<file path="src/rtl/bsae_pkg.sv">
// Shared constants, types and request codes of the bounded sorted array engine.
package bsae_pkg;

   localparam int CAPACITY = 64;
   localparam int KEY_W    = 32;
   localparam int TAG_W    = 16;
   localparam int POS_W    = 6;
   localparam int FILL_W   = 7;
   localparam int IDX_W    = (CAPACITY > 1) ? $clog2(CAPACITY) : 1;
   localparam int CNT_W    = $clog2(CAPACITY + 1);
   localparam int PTR_W    = (CNT_W > FILL_W) ? CNT_W : FILL_W;

   localparam logic [2:0] REQ_INSERT  = 3'd0;
   localparam logic [2:0] REQ_REMOVE  = 3'd1;
   localparam logic [2:0] REQ_CHECKED = 3'd2;
   localparam logic [2:0] REQ_POP     = 3'd3;
   localparam logic [2:0] REQ_CLEAR   = 3'd4;

   localparam logic [1:0] STAT_DONE = 2'd0;
   localparam logic [1:0] STAT_FULL = 2'd1;
   localparam logic [1:0] STAT_BAD  = 2'd2;

   typedef enum logic [1:0] {
      ST_IDLE,
      ST_PREP,
      ST_SEARCH
   } state_type;

   typedef struct packed {
      logic             ins;
      logic             rem;
      logic [PTR_W-1:0] at;
   } cell_ctrl_type;

endpackage

</file>
<file path="src/rtl/bsae_cell.sv">
// One storage cell of the sorted array: holds an entry, shifts, compares and drives the read bus.
module bsae_cell (
   input  logic                                 clock,
   input  bsae_pkg::cell_ctrl_type              ctrl,
   input  logic [bsae_pkg::PTR_W-1:0]           idx,
   input  logic signed [bsae_pkg::KEY_W-1:0]    new_key,
   input  logic [bsae_pkg::TAG_W-1:0]           new_tag,
   input  logic signed [bsae_pkg::KEY_W-1:0]    prev_key,
   input  logic [bsae_pkg::TAG_W-1:0]           prev_tag,
   input  logic signed [bsae_pkg::KEY_W-1:0]    next_key,
   input  logic [bsae_pkg::TAG_W-1:0]           next_tag,
   output logic signed [bsae_pkg::KEY_W-1:0]    key,
   output logic [bsae_pkg::TAG_W-1:0]           tag,
   output logic                                 lt_flag,
   output logic                                 eq_flag,
   output logic signed [bsae_pkg::KEY_W-1:0]    sel_key,
   output logic [bsae_pkg::TAG_W-1:0]           sel_tag
);

   logic signed [bsae_pkg::KEY_W-1:0] key_ff, key_in;
   logic [bsae_pkg::TAG_W-1:0]        tag_ff, tag_in;
   logic                              lt_ff, eq_ff;
   logic                              hit;

   assign hit = (idx == ctrl.at);

   always_comb begin
      key_in = key_ff;
      tag_in = tag_ff;
      if (ctrl.ins) begin
         if (idx > ctrl.at) begin
            key_in = prev_key;
            tag_in = prev_tag;
         end else if (hit) begin
            key_in = new_key;
            tag_in = new_tag;
         end
      end else if (ctrl.rem) begin
         if (idx >= ctrl.at) begin
            key_in = next_key;
            tag_in = next_tag;
         end
      end
   end

   always_ff @(posedge clock) begin
      key_ff <= key_in;
      tag_ff <= tag_in;
      lt_ff  <= (key_ff < new_key);
      eq_ff  <= (key_ff == new_key);
   end

   assign key     = key_ff;
   assign tag     = tag_ff;
   assign lt_flag = lt_ff;
   assign eq_flag = eq_ff;
   // drive the read bus only at the addressed position
   assign sel_key = hit ? key_ff : '0;
   assign sel_tag = hit ? tag_ff : '0;

endmodule

</file>
<file path="config.mk">
export PLATFORM = sky130hd
export DESIGN_NAME = bsae_cell
export DESIGN_NICKNAME = d
export VERILOG_FILES = /design/src/rtl/bsae_pkg.sv /design/src/rtl/bsae_cell.sv
export SDC_FILE = /design/constraint.sdc
export NUM_CORES = 1
export LEC_CHECK = 0
export BUFFER_PORTS_ARGS = -buffer_cell sky130_fd_sc_hd__buf_2
export CAP_MARGIN = 10
export CORE_MARGIN = 10
export CORE_UTILIZATION = 47
export DETAILED_ROUTE_END_ITERATION = 16
export PLACE_DENSITY = 0.81
export SLEW_MARGIN = 30
export SYNTH_ARGS = -nofsm -noshare
export SYNTH_HDL_FRONTEND = slang
export SYNTH_SLANG_ARGS = --single-unit
</file>
<file path="constraint.sdc">
create_clock -name clock -period 4.9 [get_ports clock]
set_clock_uncertainty 0.2 [all_clocks]
set_input_delay 0 -clock clock [delete_from_list [all_inputs] [get_ports clock]]
set_output_delay 0 -clock clock [all_outputs]
set_load 0.05 [all_outputs]
</file>
# After elaboration in Yosys (flattened, before gate mapping)
# Index checks and enable logic that the tools add are counted.
# word_totals
regBits	50
latch_bits	0
ramBits	0
romBits	0
in_bits	161
output_inout_bits	98
wordCells	25
mem_count	0
# op_classes
addsub	0
n_mul	0
div_mod_pow	0
order_cmp	3
eq_ne	3
n_shift	0
n_mux	12
bitwise_logic	0
n_reduce_logical	3
# ops
op	n
$mux 32	6
$mux 16	6
$eq 32x32->1	1
$lt 32x32->1	1
$eq 7x7->1	1
$ge 7x7->1	1
$gt 7x7->1	1
$reduce_bool 2->1	2
$ne 3x1->1 const B	1
$reduce_and 3->1	1

# Depth between registers and ports, before layout
# depth
depth_word	4
mapped_depth	10
depth_no_buf	7

# Worst setup path after synthesis
# No wires, ideal clock.
# synth_path
path_kind	input to register
startpoint	input port ctrl[1] (netlist bit)
endpoint	register key_ff, in the netlist key[0], enable pin
setup_ns	0.470
arrival_time_ns	3.604
t_required_ns	4.230
slack_ns	0.627
cell_stages	9
n_path_buf	2
cell_sequence	inv_1 -> ha_1 -> nor2b_1 -> o21ai_1 -> a21oi_1 -> buf_4 -> buf_2 -> nor3_1 -> a21oi_1
# synth_via
elab_chain_len	3
word_cells_on_any_way	6
cone_classes	order compare (2); eq/ne (2); reduce/logical (2)
# synth_rtl
element	line_no	rtl
start: declaration	bsae_cell.sv:4	input bsae_pkg::cell_ctrl_type ctrl,
$gt 7x7->1, or another cell as far along	bsae_cell.sv:31	if (idx > ctrl.at) begin
$ne 3x1->1 (no line) / $reduce_bool 2->1 (equally long branches)	-	
$reduce_and 3->1 (no line) *	-	
end signal: assignment	bsae_cell.sv:47	key_ff <= key_in;
end: declaration	bsae_cell.sv:20	logic signed [bsae_pkg::KEY_W-1:0] key_ff, key_in;
# Every way passes the cells marked *; elsewhere a longest branch is shown, timed or not.
# A chain may end at the register's enable or synchronous reset.

# Worst setup path in the final report
# layout_path
startpoint	input port ctrl[4] (netlist bit)
endpoint	register key_ff, in the netlist key[28], data pin
# layout_via
elab_chain_len	3
# layout_rtl
element	line_no	rtl
$gt 7x7->1	bsae_cell.sv:31	
$mux 32	bsae_cell.sv:31	
$mux 32	bsae_cell.sv:30	if (ctrl.ins) begin
named net key_in (one bit)	bsae_cell.sv:20	
# The timed path passes the listed nets, and every way through them passes these cells.

==> reports/qor.yml <==
outcome: "finished clean"
totalNegativeSetupSlack_ps: 0
synth-xor-area-share: 0
fin_ws_ps: 1530
cts_tree: "built"
synth.cell_area_mm2: 0.00495
io_pins: 259
register_area_mm2: 0.00148
crit_family: "buffers and inverters"
rsz0062_at_grt: "false"
clkTransAtPathRegs_ps: 90
ir_drop_mv: 0.159
first_pass_iters: 7
initial_core_util: 0.482
synth-seq-cells: 50
ys_warn_count: 0
synth_top_family_by_area: "simple AND/OR/NAND/NOR gates"
grt_use_met3: 0.0670
die-area_mm2: 0.0150
grt_busiest_layer: "met2"
setup_viol: 0
fp.dieW_um: 123
grt_overflow: 0
ys_async_sr_fraction: 0
fill_cells: 723
cp_cell_sequence: "buf_2 > inv_1 > ha_1 > nand4_1 > or2_2 > buf_4 > a2bb2oi_1 > dlygate4sd3_1 > nand3_1 > dlygate4sd3_1"
worst_path_largest_cell_delay_ps: 710
rows: 37
wl_per_cell_um: 19.8
placed_cell_area_mm2: 0.00621
drt-initial-drc-count: 568
muxShareOfSynthArea: 0
power_density_mw_per_mm2: 227
synthTopCellsByArea: "edfxtp_1 (29%), ha_1 (9.9%), a2bb2oi_1 (8.7%), o31ai_1 (7.3%), or4_1 (7.3%)"
avgSynthCellArea_um2: 8.31
met1_usage: 0.292
grt_first_pass_wirelength_um: 33600
grt_pass1_vias: 6763
place_ws_ps: 1900
synthAdderAreaFrac: 0.0985
cp.required_ps: 4750
critical_path_class: "in2reg"
synth_common_cells: "nand2_1 (56), nand3_1 (51), a2bb2oi_1 (49)"
critPathBufInv: 5
grt_usage: 0.272
synth_compound_area_frac: 0.194
drv_slew: 0
cp-start-kind: "primary input"
drive_above_1_share: 0.293
drc_errors: 0
synth.distinct_cells: 35
cp_slowest_cell: "buf_4"
clk_latency_ps: 300
yosysTopAreaCell: "edfxtp_1"
num_vias: 6454
multiInputGateArea_mm2: 0.00304
fin_area_mm2: 0.00780
max_slew_margin: 0.376
arrival_ps: 3210
gp_congestion: 0.856
cts_buffer_depth: 2
synth.most_common_cell: "nand2_1"
grt_max_degree: 98
antenna_found_initial: 0
synth_top_area_share: 0.291
finalCritPeriodShare: 0.687
worstPathMaxFanout: 97
wl_um: 21600
coreArea_mm2: 0.0103
cts_buffers: 5
min_period_ps: 3370
portBuffers: 258
hold_violations: 0
synth_cells: 596
cts.htree.levels: 2
max_freq_ghz: 0.297
worst_pin_slew_ps: 935
p_leak_nw: 3.91
die_h_um: 123
crit_top_cell: "dlygate4sd3_1"
synth_edf_count: 48
synth_fp_nets: 796
synth-simple-area-share: 0.314
area_delta_synth_final_pct: 57.4
synth-seq-area-share: 0.299
critPathCaptureType: "register"
synth_ff_type: "edfxtp_1"
detail_route.vias_per_cell: 5.93
max-cap-violations: 0
holdWs_ps: 29.7
min_path_type: "in2reg"
grtUsageMet2: 0.499
cts.sinks: 50
cts_root_buffer: "clkbuf_8"
nNetsFinal: 1151
antenna_left: 0
hpwl_um: 13600
-- where the power goes --
part           switching [mW]  internal [mW]
combinational           0.530          0.336
clock                   0.140          0.153
sequential             0.0513          0.557
total                   0.721           1.05
-- final cells by class --
type	instances	share of cell area
Antenna cell	1	0.000321
Clock buffer	7	0.00979
Clock inverter	1	0.00385
Inverter	44	0.0212
Multi-Input combinational cell	438	0.390
Sequential cell	50	0.190
Tap cell	136	0.0218
Timing Repair Buffer	412	0.363
-- worst register-to-register path, delay by kind of cell (launching register included) --
kind / cells / cell delay [ps]
AND/OR/NAND/NOR: 4 / 890
adder cells (fa/ha/maj): 1 / 370
AO/OA/AOI/OAI: 1 / 290
flip-flops: 1 / 450
-- flip-flops by register name, indices dropped and copies added, names as in the netlist --
register / flops
lt_flag: 1
tag: 16
eq_flag: 1
key: 32
-- cell families after synthesis --
| logic type | after synthesis |
|---|---|
| and+or+nand+nor | 274 |
| AOI/OAI and AO/OA | 125 |
| buffers and inverters | 108 |
| DFF | 50 |
| adders and majority gates | 39 |
-- what timing repair did --
action | in CTS | in global routing
setup buffers | 0 | 0
resized for setup | 0 | 0
hold buffers | 145 | 0
endpoints found under the hold margin | 49 | 0
-- final timing paths --
kind	end	start	depth (start not counted)	slack (ps)
max	key[28]	ctrl[4]	10	1530
min	eq_flag	new_key[1]	5	30
max reg2reg	lt_flag	key[31]	6	2600
min reg2reg	eq_flag	key[1]	3	610
-- stage by stage --
step / util / instances / total power [mW]
CTS: 0.756 / 1087 / 1.74
global route: 0.758 / 1088 / 1.86
global placement: 0.604 / 934 / 1.31
detailed placement: 0.604 / 934 / 1.33
floorplan: - / 596 / 1.12
finish: 0.759 / 1089 / 1.77
-- layer usage --
layer,share of wire,routed length (um),vias to the layer above
li1,-,-,2947
met1,0.35,7630,3034
met2,0.52,11200,410
met3,0.098,2120,63
met4,0.030,637,0
met5,0,0,-
-- cell usage in the layout, fill, tap and decap left out, drive strengths merged --
cell type,count
a221o,1
or4,48
dlygate4sd3,145
a21oi,13
buf,267
and3,48
a31oi,1
a21boi,1
a41oi,1
nand3,51
o21a,1
nand3b,1
nand4,7
nor2b,2
nor4,2
clkinv,1
nor3b,1
nor3,2
clkbuf,7
o31ai,48
a2bb2oi,49
dfxtp,2
nand2b,2
diode,1
a221oi,2
inv,43
o21ai,5
or2,1
edfxtp,48
and2,48
ha,39
nor2,5
bufinv,1
a21o,3
nand2,56
No activity file was read; power rests on OpenSTA's default activity.
